**src/rtl/rbq_pkg.sv**
```systemverilog
package rbq_pkg;

   // Number of batch slots in the table.
   localparam int QUEUE_DEPTH = 12;
   localparam int IDX_W       = (QUEUE_DEPTH > 1) ? $clog2(QUEUE_DEPTH) : 1;
   localparam int CNT_W       = $clog2(QUEUE_DEPTH + 1);

   // Fixed field widths of the item channels.
   localparam int MODE_W  = 2;
   localparam int SEQ_W   = 32;
   localparam int SLOT_W  = 4;
   localparam int ATT_W   = 8;
   localparam int PEND_W  = 4;

   typedef enum logic [MODE_W-1:0] {
      MODE_ENQUEUE = 2'd0,
      MODE_ACK     = 2'd1,
      MODE_SELECT  = 2'd2,
      MODE_UNUSED  = 2'd3
   } rbq_mode_type;

   // Controller to datapath.
   typedef struct packed {
      logic start;   // latch item, clear scan state
      logic step;    // examine one slot
      logic commit;  // apply update, load result register
   } rbq_cmd_type;

   // Datapath to controller.
   typedef struct packed {
      logic scan_last;
   } rbq_stat_type;

endpackage

```
**src/rtl/rbq_if.sv**
```systemverilog
interface rbq_req_if;
   import rbq_pkg::*;

   logic               valid;
   logic               ready;
   logic [MODE_W-1:0]  mode;
   logic [SEQ_W-1:0]   ack_sequence;
   logic               catchup_frame;

   modport source (output valid, output mode, output ack_sequence, output catchup_frame,
                   input ready);
   modport sink   (input valid, input mode, input ack_sequence, input catchup_frame,
                   output ready);
endinterface

interface rbq_rsp_if;
   import rbq_pkg::*;

   logic               valid;
   logic               ready;
   logic [SLOT_W-1:0]  slot_index;
   logic [SEQ_W-1:0]   batch_sequence;
   logic               hit;
   logic               dropped_oldest;
   logic               backfill;
   logic [ATT_W-1:0]   attempt_count;
   logic [PEND_W-1:0]  pending_count;

   modport source (output valid, output slot_index, output batch_sequence, output hit,
                   output dropped_oldest, output backfill, output attempt_count,
                   output pending_count, input ready);
   modport sink   (input valid, input slot_index, input batch_sequence, input hit,
                   input dropped_oldest, input backfill, input attempt_count,
                   input pending_count, output ready);
endinterface

```
**src/rtl/retransmit_batch_queue_core.sv**
```systemverilog
// An accepted item is scanned slot by slot, then committed to the result register; the commit
//   waits while an earlier result is held there and not being taken.
// A new item is accepted only in idle, after the previous one has committed.
// A finished result may wait in the output register while the next item is scanned.
// Reset (synchronous, active high): all slots free, next sequence 1, no result pending.
module retransmit_batch_queue_core (
   input  logic   clock,
   input  logic   reset,
   rbq_req_if.sink   req_bus,
   rbq_rsp_if.source rsp_bus
);
   import rbq_pkg::*;

   rbq_cmd_type  cmd;
   rbq_stat_type stat;

   // Controller: idle / scan / commit sequencer, owns the handshakes.
   rbq_ctrl u_ctrl (
      .clock     (clock),
      .reset     (reset),
      .req_valid (req_bus.valid),
      .req_ready (req_bus.ready),
      .rsp_valid (rsp_bus.valid),
      .rsp_ready (rsp_bus.ready),
      .stat      (stat),
      .cmd       (cmd)
   );

   // Datapath: slot table, scan trackers (first free, first ack match,
   // oldest, newest), update logic and the result register.
   rbq_datapath u_datapath (
      .clock              (clock),
      .reset              (reset),
      .cmd                (cmd),
      .stat               (stat),
      .in_mode            (req_bus.mode),
      .in_ack_sequence    (req_bus.ack_sequence),
      .in_catchup_frame   (req_bus.catchup_frame),
      .out_slot_index     (rsp_bus.slot_index),
      .out_batch_sequence (rsp_bus.batch_sequence),
      .out_hit            (rsp_bus.hit),
      .out_dropped_oldest (rsp_bus.dropped_oldest),
      .out_backfill       (rsp_bus.backfill),
      .out_attempt_count  (rsp_bus.attempt_count),
      .out_pending_count  (rsp_bus.pending_count)
   );

endmodule

```
**src/rtl/rbq_ctrl.sv**
```systemverilog
module rbq_ctrl (
   input  logic                  clock,
   input  logic                  reset,
   input  logic                  req_valid,
   output logic                  req_ready,
   output logic                  rsp_valid,
   input  logic                  rsp_ready,
   input  rbq_pkg::rbq_stat_type stat,
   output rbq_pkg::rbq_cmd_type  cmd
);
   import rbq_pkg::*;

   typedef enum logic [1:0] {
      ST_IDLE,
      ST_SCAN,
      ST_COMMIT
   } state_type;

   state_type state_ff;
   logic      rsp_valid_ff;
   logic      out_free;

   assign out_free  = !rsp_valid_ff || rsp_ready;
   assign req_ready = (state_ff == ST_IDLE) && !reset;
   assign rsp_valid = rsp_valid_ff;

   assign cmd.start  = req_ready && req_valid;
   assign cmd.step   = (state_ff == ST_SCAN);
   assign cmd.commit = (state_ff == ST_COMMIT) && out_free;

   always_ff @(posedge clock) begin
      if (reset) begin
         state_ff     <= ST_IDLE;
         rsp_valid_ff <= 1'b0;
      end else begin
         // a new result replaces one that drains in the same cycle
         if (cmd.commit) begin
            rsp_valid_ff <= 1'b1;
         end else if (rsp_valid_ff && rsp_ready) begin
            rsp_valid_ff <= 1'b0;
         end
         unique case (state_ff)
            ST_IDLE: begin
               if (req_valid) begin
                  state_ff <= ST_SCAN;
               end
            end
            ST_SCAN: begin
               if (stat.scan_last) begin
                  state_ff <= ST_COMMIT;
               end
            end
            ST_COMMIT: begin
               // result register must be empty or draining this cycle
               if (out_free) begin
                  state_ff <= ST_IDLE;
               end
            end
            default: state_ff <= ST_IDLE;
         endcase
      end
   end

endmodule

```
**src/rtl/rbq_datapath.sv**
```systemverilog
module rbq_datapath (
   input  logic                          clock,
   input  logic                          reset,
   input  rbq_pkg::rbq_cmd_type          cmd,
   output rbq_pkg::rbq_stat_type         stat,
   input  logic [rbq_pkg::MODE_W-1:0]    in_mode,
   input  logic [rbq_pkg::SEQ_W-1:0]     in_ack_sequence,
   input  logic                          in_catchup_frame,
   output logic [rbq_pkg::SLOT_W-1:0]    out_slot_index,
   output logic [rbq_pkg::SEQ_W-1:0]     out_batch_sequence,
   output logic                          out_hit,
   output logic                          out_dropped_oldest,
   output logic                          out_backfill,
   output logic [rbq_pkg::ATT_W-1:0]     out_attempt_count,
   output logic [rbq_pkg::PEND_W-1:0]    out_pending_count
);
   import rbq_pkg::*;

   // Slot table
   logic [QUEUE_DEPTH-1:0] active_ff;
   logic [SEQ_W-1:0]       seq_mem_ff [QUEUE_DEPTH];
   logic [ATT_W-1:0]       att_mem_ff [QUEUE_DEPTH];
   logic [SEQ_W-1:0]       next_seq_ff;
   logic [SEQ_W-1:0]       next_seq_in;
   logic [CNT_W-1:0]       count_ff;
   logic [CNT_W-1:0]       count_in;

   // Latched item
   rbq_mode_type           mode_ff;
   logic [SEQ_W-1:0]       ack_seq_ff;
   logic                   catchup_ff;

   // Scan state
   logic [IDX_W-1:0]       scan_idx_ff;
   logic                   free_found_ff;
   logic [IDX_W-1:0]       free_idx_ff;
   logic                   match_found_ff;
   logic [IDX_W-1:0]       match_idx_ff;
   logic [ATT_W-1:0]       match_att_ff;
   logic                   min_found_ff;
   logic [IDX_W-1:0]       min_idx_ff;
   logic [SEQ_W-1:0]       min_seq_ff;
   logic [ATT_W-1:0]       min_att_ff;
   logic                   max_found_ff;
   logic [IDX_W-1:0]       max_idx_ff;
   logic [SEQ_W-1:0]       max_seq_ff;
   logic [ATT_W-1:0]       max_att_ff;

   // Result register
   logic [SLOT_W-1:0]      res_slot_ff;
   logic [SEQ_W-1:0]       res_seq_ff;
   logic                   res_hit_ff;
   logic                   res_drop_ff;
   logic                   res_back_ff;
   logic [ATT_W-1:0]       res_att_ff;
   logic [PEND_W-1:0]      res_pend_ff;

   // Scan step
   logic                   rd_active;
   logic [SEQ_W-1:0]       rd_seq;
   logic [ATT_W-1:0]       rd_att;
   logic                   take_free;
   logic                   take_match;
   logic                   take_min;
   logic                   take_max;

   // Commit
   logic                   wr_seq_en;
   logic                   wr_att_en;
   logic                   set_active;
   logic                   clr_active;
   logic [IDX_W-1:0]       wr_idx;
   logic [ATT_W-1:0]       wr_att;
   logic                   sel_old;
   logic                   sel_found;
   logic [IDX_W-1:0]       sel_idx;
   logic [SEQ_W-1:0]       sel_seq;
   logic [ATT_W-1:0]       sel_att;
   logic [SLOT_W-1:0]      res_slot_in;
   logic [SEQ_W-1:0]       res_seq_in;
   logic                   res_hit_in;
   logic                   res_drop_in;
   logic                   res_back_in;
   logic [ATT_W-1:0]       res_att_in;

   assign stat.scan_last = (scan_idx_ff == IDX_W'(QUEUE_DEPTH - 1));

   assign rd_active = active_ff[scan_idx_ff];
   assign rd_seq    = seq_mem_ff[scan_idx_ff];
   assign rd_att    = att_mem_ff[scan_idx_ff];

   // strict compares keep the lowest slot on equal sequences
   assign take_free  = !free_found_ff && !rd_active;
   assign take_match = !match_found_ff && rd_active && (rd_seq == ack_seq_ff);
   assign take_min   = rd_active && (!min_found_ff || (rd_seq < min_seq_ff));
   assign take_max   = rd_active && (!max_found_ff || (rd_seq > max_seq_ff));

   always_comb begin
      wr_seq_en   = 1'b0;
      wr_att_en   = 1'b0;
      set_active  = 1'b0;
      clr_active  = 1'b0;
      wr_idx      = '0;
      wr_att      = '0;
      next_seq_in = next_seq_ff;
      count_in    = count_ff;
      res_slot_in = '0;
      res_seq_in  = '0;
      res_hit_in  = 1'b0;
      res_drop_in = 1'b0;
      res_back_in = 1'b0;
      res_att_in  = '0;
      sel_old     = catchup_ff && (count_ff > CNT_W'(1));
      sel_found   = sel_old ? min_found_ff : max_found_ff;
      sel_idx     = sel_old ? min_idx_ff   : max_idx_ff;
      sel_seq     = sel_old ? min_seq_ff   : max_seq_ff;
      sel_att     = sel_old ? min_att_ff   : max_att_ff;
      unique case (mode_ff)
         MODE_ENQUEUE: begin
            wr_seq_en   = 1'b1;
            wr_att_en   = 1'b1;
            set_active  = 1'b1;
            next_seq_in = next_seq_ff + SEQ_W'(1);
            if (free_found_ff) begin
               wr_idx   = free_idx_ff;
               count_in = count_ff + CNT_W'(1);
            end else begin
               // table full: overwrite the oldest batch
               wr_idx      = min_idx_ff;
               res_drop_in = 1'b1;
            end
            res_slot_in = SLOT_W'(wr_idx);
            res_seq_in  = next_seq_ff;
            res_hit_in  = 1'b1;
         end
         MODE_ACK: begin
            if (match_found_ff) begin
               wr_idx      = match_idx_ff;
               clr_active  = 1'b1;
               count_in    = count_ff - CNT_W'(1);
               res_slot_in = SLOT_W'(match_idx_ff);
               res_seq_in  = ack_seq_ff;
               res_att_in  = match_att_ff;
               res_hit_in  = 1'b1;
            end
         end
         MODE_SELECT: begin
            if (sel_found) begin
               wr_idx      = sel_idx;
               wr_att_en   = 1'b1;
               wr_att      = (sel_att == '1) ? sel_att : sel_att + ATT_W'(1);
               res_slot_in = SLOT_W'(sel_idx);
               res_seq_in  = sel_seq;
               res_att_in  = wr_att;
               res_back_in = sel_old;
               res_hit_in  = 1'b1;
            end
         end
         MODE_UNUSED: begin
         end
      endcase
   end

   // Control state
   always_ff @(posedge clock) begin
      if (reset) begin
         active_ff   <= '0;
         next_seq_ff <= SEQ_W'(1);
         count_ff    <= '0;
      end else if (cmd.commit) begin
         next_seq_ff <= next_seq_in;
         count_ff    <= count_in;
         if (set_active) begin
            active_ff[wr_idx] <= 1'b1;
         end
         if (clr_active) begin
            active_ff[wr_idx] <= 1'b0;
         end
      end
   end

   // Table payload
   always_ff @(posedge clock) begin
      if (cmd.commit) begin
         if (wr_seq_en) begin
            seq_mem_ff[wr_idx] <= next_seq_ff;
         end
         if (wr_att_en) begin
            att_mem_ff[wr_idx] <= wr_att;
         end
      end
   end

   // Item latch and scan
   always_ff @(posedge clock) begin
      if (cmd.start) begin
         mode_ff        <= rbq_mode_type'(in_mode);
         ack_seq_ff     <= in_ack_sequence;
         catchup_ff     <= in_catchup_frame;
         scan_idx_ff    <= '0;
         free_found_ff  <= 1'b0;
         match_found_ff <= 1'b0;
         min_found_ff   <= 1'b0;
         max_found_ff   <= 1'b0;
      end else if (cmd.step) begin
         if (!stat.scan_last) begin
            scan_idx_ff <= scan_idx_ff + IDX_W'(1);
         end
         if (take_free) begin
            free_found_ff <= 1'b1;
            free_idx_ff   <= scan_idx_ff;
         end
         if (take_match) begin
            match_found_ff <= 1'b1;
            match_idx_ff   <= scan_idx_ff;
            match_att_ff   <= rd_att;
         end
         if (take_min) begin
            min_found_ff <= 1'b1;
            min_idx_ff   <= scan_idx_ff;
            min_seq_ff   <= rd_seq;
            min_att_ff   <= rd_att;
         end
         if (take_max) begin
            max_found_ff <= 1'b1;
            max_idx_ff   <= scan_idx_ff;
            max_seq_ff   <= rd_seq;
            max_att_ff   <= rd_att;
         end
      end
   end

   // Result register
   always_ff @(posedge clock) begin
      if (cmd.commit) begin
         res_slot_ff <= res_slot_in;
         res_seq_ff  <= res_seq_in;
         res_hit_ff  <= res_hit_in;
         res_drop_ff <= res_drop_in;
         res_back_ff <= res_back_in;
         res_att_ff  <= res_att_in;
         res_pend_ff <= PEND_W'(count_in);
      end
   end

   assign out_slot_index     = res_slot_ff;
   assign out_batch_sequence = res_seq_ff;
   assign out_hit            = res_hit_ff;
   assign out_dropped_oldest = res_drop_ff;
   assign out_backfill       = res_back_ff;
   assign out_attempt_count  = res_att_ff;
   assign out_pending_count  = res_pend_ff;

endmodule
```
**src/flat_wrapper.sv**
```systemverilog
// flat-port wrapper written by rule: the top's interface ports become plain ports
module retransmit_batch_queue_core_flat import rbq_pkg::*;
  (clock, reset, req_bus_valid, req_bus_mode, req_bus_ack_sequence, req_bus_catchup_frame, req_bus_ready, rsp_bus_valid, rsp_bus_slot_index, rsp_bus_batch_sequence, rsp_bus_hit, rsp_bus_dropped_oldest, rsp_bus_backfill, rsp_bus_attempt_count, rsp_bus_pending_count, rsp_bus_ready);
  rbq_req_if req_bus_i ();
  rbq_rsp_if rsp_bus_i ();
  input  logic clock;
  input  logic reset;
  input wire logic [$bits(req_bus_i.valid)-1:0] req_bus_valid;
  input wire logic [$bits(req_bus_i.mode)-1:0] req_bus_mode;
  input wire logic [$bits(req_bus_i.ack_sequence)-1:0] req_bus_ack_sequence;
  input wire logic [$bits(req_bus_i.catchup_frame)-1:0] req_bus_catchup_frame;
  output wire logic [$bits(req_bus_i.ready)-1:0] req_bus_ready;
  output wire logic [$bits(rsp_bus_i.valid)-1:0] rsp_bus_valid;
  output wire logic [$bits(rsp_bus_i.slot_index)-1:0] rsp_bus_slot_index;
  output wire logic [$bits(rsp_bus_i.batch_sequence)-1:0] rsp_bus_batch_sequence;
  output wire logic [$bits(rsp_bus_i.hit)-1:0] rsp_bus_hit;
  output wire logic [$bits(rsp_bus_i.dropped_oldest)-1:0] rsp_bus_dropped_oldest;
  output wire logic [$bits(rsp_bus_i.backfill)-1:0] rsp_bus_backfill;
  output wire logic [$bits(rsp_bus_i.attempt_count)-1:0] rsp_bus_attempt_count;
  output wire logic [$bits(rsp_bus_i.pending_count)-1:0] rsp_bus_pending_count;
  input wire logic [$bits(rsp_bus_i.ready)-1:0] rsp_bus_ready;
  assign req_bus_i.valid = req_bus_valid;
  assign req_bus_i.mode = req_bus_mode;
  assign req_bus_i.ack_sequence = req_bus_ack_sequence;
  assign req_bus_i.catchup_frame = req_bus_catchup_frame;
  assign req_bus_ready = req_bus_i.ready;
  assign rsp_bus_valid = rsp_bus_i.valid;
  assign rsp_bus_slot_index = rsp_bus_i.slot_index;
  assign rsp_bus_batch_sequence = rsp_bus_i.batch_sequence;
  assign rsp_bus_hit = rsp_bus_i.hit;
  assign rsp_bus_dropped_oldest = rsp_bus_i.dropped_oldest;
  assign rsp_bus_backfill = rsp_bus_i.backfill;
  assign rsp_bus_attempt_count = rsp_bus_i.attempt_count;
  assign rsp_bus_pending_count = rsp_bus_i.pending_count;
  assign rsp_bus_i.ready = rsp_bus_ready;
  retransmit_batch_queue_core u_core (.clock(clock), .reset(reset), .req_bus(req_bus_i), .rsp_bus(rsp_bus_i));
endmodule
```
**config.mk**
```make
export PLATFORM = sky130hd
export DESIGN_NAME = retransmit_batch_queue_core_flat
export DESIGN_NICKNAME = d
export VERILOG_FILES = /design/src/rtl/rbq_pkg.sv /design/src/rtl/rbq_if.sv /design/src/rtl/retransmit_batch_queue_core.sv /design/src/rtl/rbq_ctrl.sv /design/src/rtl/rbq_datapath.sv /design/src/flat_wrapper.sv
export SDC_FILE = /design/constraint.sdc
export NUM_CORES = 1
export LEC_CHECK = 0
export BUFFER_PORTS_ARGS = -buffer_cell sky130_fd_sc_hd__buf_2
export CORE_MARGIN = 5
export CORE_UTILIZATION = 50
export DETAILED_ROUTE_END_ITERATION = 7
export GPL_ROUTABILITY_DRIVEN = 0
export GPL_TIMING_DRIVEN = 0
export PLACE_DENSITY_LB_ADDON = 0.1
export SKIP_CTS_REPAIR_TIMING = 1
export SLEW_MARGIN = 5
export SYNTH_ARGS = -nofsm -noshare
export SYNTH_HDL_FRONTEND = slang
export SYNTH_SLANG_ARGS = --single-unit
```
**constraint.sdc**
```tcl
create_clock -name clock -period 5.25 [get_ports clock]
set_input_delay 0 -clock clock [delete_from_list [all_inputs] [get_ports clock]]
set_output_delay 0 -clock clock [all_outputs]
set_load 0.03 [all_outputs]
```
==> results.md <==
- Number of flops mapped to enable cells by yosys: 670
- Share of layout cells above drive strength 1: 0.186
- WL final: 83.5 mm
- # nets final: roughly 2300
- Minimum clock period: between 5 and 6 ns
- Crit path launch type: flop
- Sequential share of power: 0.422
- Commonest non-fill, non-tap cell in the layout: edfxtp_1
- P_int: between 10 and 15 mW
- H-tree depth: 3
- Vias in the first global route: 17700
- Max Freq: around 190 MHz
- Die X: 259 um
- I/O pins: between 90 and 100
- Post-synth design cell area: slightly above 0.03 mm2
- DR vias: approximately 18000
- Pre-antenna DRT Iters: 8
- CTS tree: built
- Hold_ws: 0.0883 ns
- Fin area: between 0.03 and 0.04 mm2
- DR WL/cell: 27.5 um
- Synthesized netlist cell count: slightly below 2000
- Clock Power Share: 0.345
- Worst path cell trace: buf_2 -> buf_1 -> mux4_2 -> mux2i_1 -> a21oi_1 -> ha_1 -> nand4_1 -> nor2_1 -> and3_1 -> o21ai_0 -> o21ai_0 -> a211oi_2 -> buf_4 -> a21oi_4
- Async SR Flop Fraction: 0
- Initial drt markers: around 2300
- Synthesized Nets: around 2100
- Worst VDD drop: roughly 0.00023 V
- CORE AREA: slightly above 0.06 mm2
- Layout Skew: 0.0213 ns
- Ys Warns: 0
- Rows: roughly 90
- Die Ht: ~260 um
- Antenna Violating Nets Remaining: 0
- Sequential share of the synthesized area: 0.692
- Clock latency on the worst-skew pair: between 0.6 and 0.7 ns
- Syn Area/Cell: approximately 16 um2
- Clock Pin Slew Worst Setup and Hold Paths: about 0.06 ns
- RSZ-0062 raised after global routing: no
- Critical path endpoint category: flop
- PnR Total Power: 15.5 mW
- Gr ovfl total: 0
- NetSw: approximately 4.6 mW
- Clock tree root driver cell: clkbuf_16
- Dpl cell area: about 0.033 mm2
- Synth cell types: 73
- Yosys reg bits: 733
- Outcome: complete, no violations
- Final setup violation count: 0
- CP required: about 5.5 ns
- Synth-to-Final Area Change: 16.0%
- Hold Vio Cnt, Final: 0
- TritonCTS buffer count: 77
- Final Cycle Share: 0.982
- Vias/cell: approximately 6.0
- WS Path Type: flop to flop
- Detailed-route DRC error count: 0
- GRT Overall Usage: 0.248
- Max Cap Violations: 0
- Top cell by count, worst path: o21ai_0
- Initial antenna violation count: 1
- Largest net degree at the start of global routing: 34
- Die area: 0.0668 mm2
- Relative slew slack: 0.133
- Hold Crit Class: primary input to flop
- CP arrival: 5.42 ns
- Fin. max-slew vios: 0
- Comb pwr share: 0.233
- Detail Placement HPWL: ~60 mm
- Max Root-Sink Buffers: 3
- Cell leakage power: between 10 and 15 nW
- Worst path max stage delay: 0.59 ns
- CP Max Fanout: 11
- Most used flip-flop cell after synthesis: edfxtp_1
- CTS sink cnt: about 730
- Switching Share: 0.298
- Worst slew pin tran: 1.30 ns
- Pwr dens: 434 mW/mm2
- PortBufs: 90
- Initial Util: 0.502
- Most frequent cells in the layout: 670 x edfxtp_1, 135 x nand2_1, 124 x nor2_1
- Global-route wire length before repair: 121 mm
- Worst path slowest cell: buf_1
[Yosys cell counts, drive strengths merged, types with 4 or more instances]
cell type	n	area, um2
nor3	11	55.1
ha	73	913
nor3b	4	40.0
a21oi	45	225
mux4	103	2330
inv	85	322
or3	6	37.5
nor4	5	52.6
o31ai	7	52.6
clkbuf	50	188
nand4	30	188
nor2b	23	144
o21a	16	120
xor2	34	298
a31oi	19	119
nand3	18	90.1
nand2b	8	50.1
a222oi	33	330
xnor2	38	333
a21o	22	165
and2	12	75.1
o22ai	9	56.3
edfxtp	670	20100
mux2	19	214
dfxtp	63	1260
a22oi	19	143
o21ai	84	420
nand2	136	510
mux2i	74	778
and3	9	56.3
a2111oi	4	55.1
buf	38	284
nor2	137	514
a211oi	6	45.0
[state kept, by name (all words and copies together), names as in the netlist, 4 cells and up, named ones only]
| name | cells |
|---|---|
| u_core.u_datapath.seq_mem_ff | 384 |
| u_core.u_datapath.active_ff | 12 |
| u_core.u_datapath.min_att_ff | 8 |
| u_core.u_datapath.match_att_ff | 8 |
| u_core.u_datapath.count_ff | 4 |
| u_core.u_datapath.scan_idx_ff | 4 |
| u_core.u_datapath.out_pending_count | 4 |
| u_core.u_datapath.max_seq_ff | 32 |
| u_core.u_datapath.max_att_ff | 8 |
| u_core.u_datapath.free_idx_ff | 4 |
| u_core.u_datapath.max_idx_ff | 4 |
| u_core.u_datapath.min_idx_ff | 4 |
| u_core.u_datapath.next_seq_ff | 32 |
| u_core.u_datapath.out_slot_index | 4 |
| u_core.u_datapath.match_idx_ff | 4 |
| u_core.u_datapath.min_seq_ff | 32 |
| u_core.u_datapath.att_mem_ff | 96 |
| u_core.u_datapath.ack_seq_ff | 32 |
| u_core.u_datapath.out_attempt_count | 8 |
| u_core.u_datapath.out_batch_sequence | 32 |
[per-layer routing]
metal,vias to the layer above,GRT usage,part of all wire
li1,8026,-,-
met1,9357,0.375,0.43
met2,807,0.376,0.46
met3,126,0.0403,0.087
met4,0,0.0716,0.025
met5,-,0,0
[metrics by stage]
step,std cells,setup slack (ns),setup TNS (ns),util
3_3_place_gp,2824,-2.32,-950.03,0.526
6_report,3032,0.0959,0,0.583
5_1_grt,3031,0.0000795,0,0.583
4_1_cts,2986,-0.579,-32.55,0.575
2_1_floorplan,1944,0.629,0,-
3_5_place_dp,2843,-0.569,-30.56,0.534
[worst max-delay path: cells and delay by family, from the launching register on]
kind / cells / cell delay, ns
muxes: 2 / 0.96
and+or+nand+nor: 3 / 0.51
buffers and inverters: 3 / 1.18
AOI/OAI and AO/OA: 5 / 1.33
adders and majority gates: 1 / 0.39
DFF: 1 / 0.41
[layout make-up]
| class | instances | area, um2 |
|---|---|---|
| antenna | 1 | 2.50 |
| fill | 4731 | 25700 |
| clock buffer | 108 | 2140 |
| tap | 790 | 988 |
| clock inverter | 35 | 342 |
| sequential | 733 | 21400 |
| inverter | 85 | 322 |
| multi-input combinational | 1039 | 8880 |
| timing repair buffer | 153 | 1290 |
| buffer | 88 | 482 |
[path summary, 6_finish.rpt]
check / start / endpoint / slack [ns] / cells past startpoint
setup / recovery: flop / u_core.u_datapath.max_seq_ff[12] / 0.1 / 14
hold / removal: req_bus_ack_sequence[25] / u_core.u_datapath.ack_seq_ff[25] / 0.09 / 2
setup reg to reg: flop / u_core.u_datapath.max_seq_ff[12] / 0.1 / 14
hold reg to reg: u_core.u_datapath.active_ff[8] / u_core.u_datapath.active_ff[8] / 0.47 / 1
[power by group through the flow]
stage / combinational (mW) / clock (mW) / sequential [mW]
floorplan: 2.31 / 0 / 6.64
global placement: 3.50 / 0 / 6.68
detailed placement: 3.54 / 0 / 6.68
CTS: 3.55 / 5.44 / 6.55
global route: 3.87 / 5.71 / 6.56
finish: 3.63 / 5.36 / 6.55
[cells by family after synthesis]
family,Yosys count,share of synthesized area
compound gates,288,0.0628
xor+xnor,72,0.0204
fa+ha+maj,73,0.0296
buf+inv,173,0.0257
flops,733,0.692
mux,196,0.108
simple gates,409,0.0613
No activity file was read; power rests on OpenSTA's default activity.
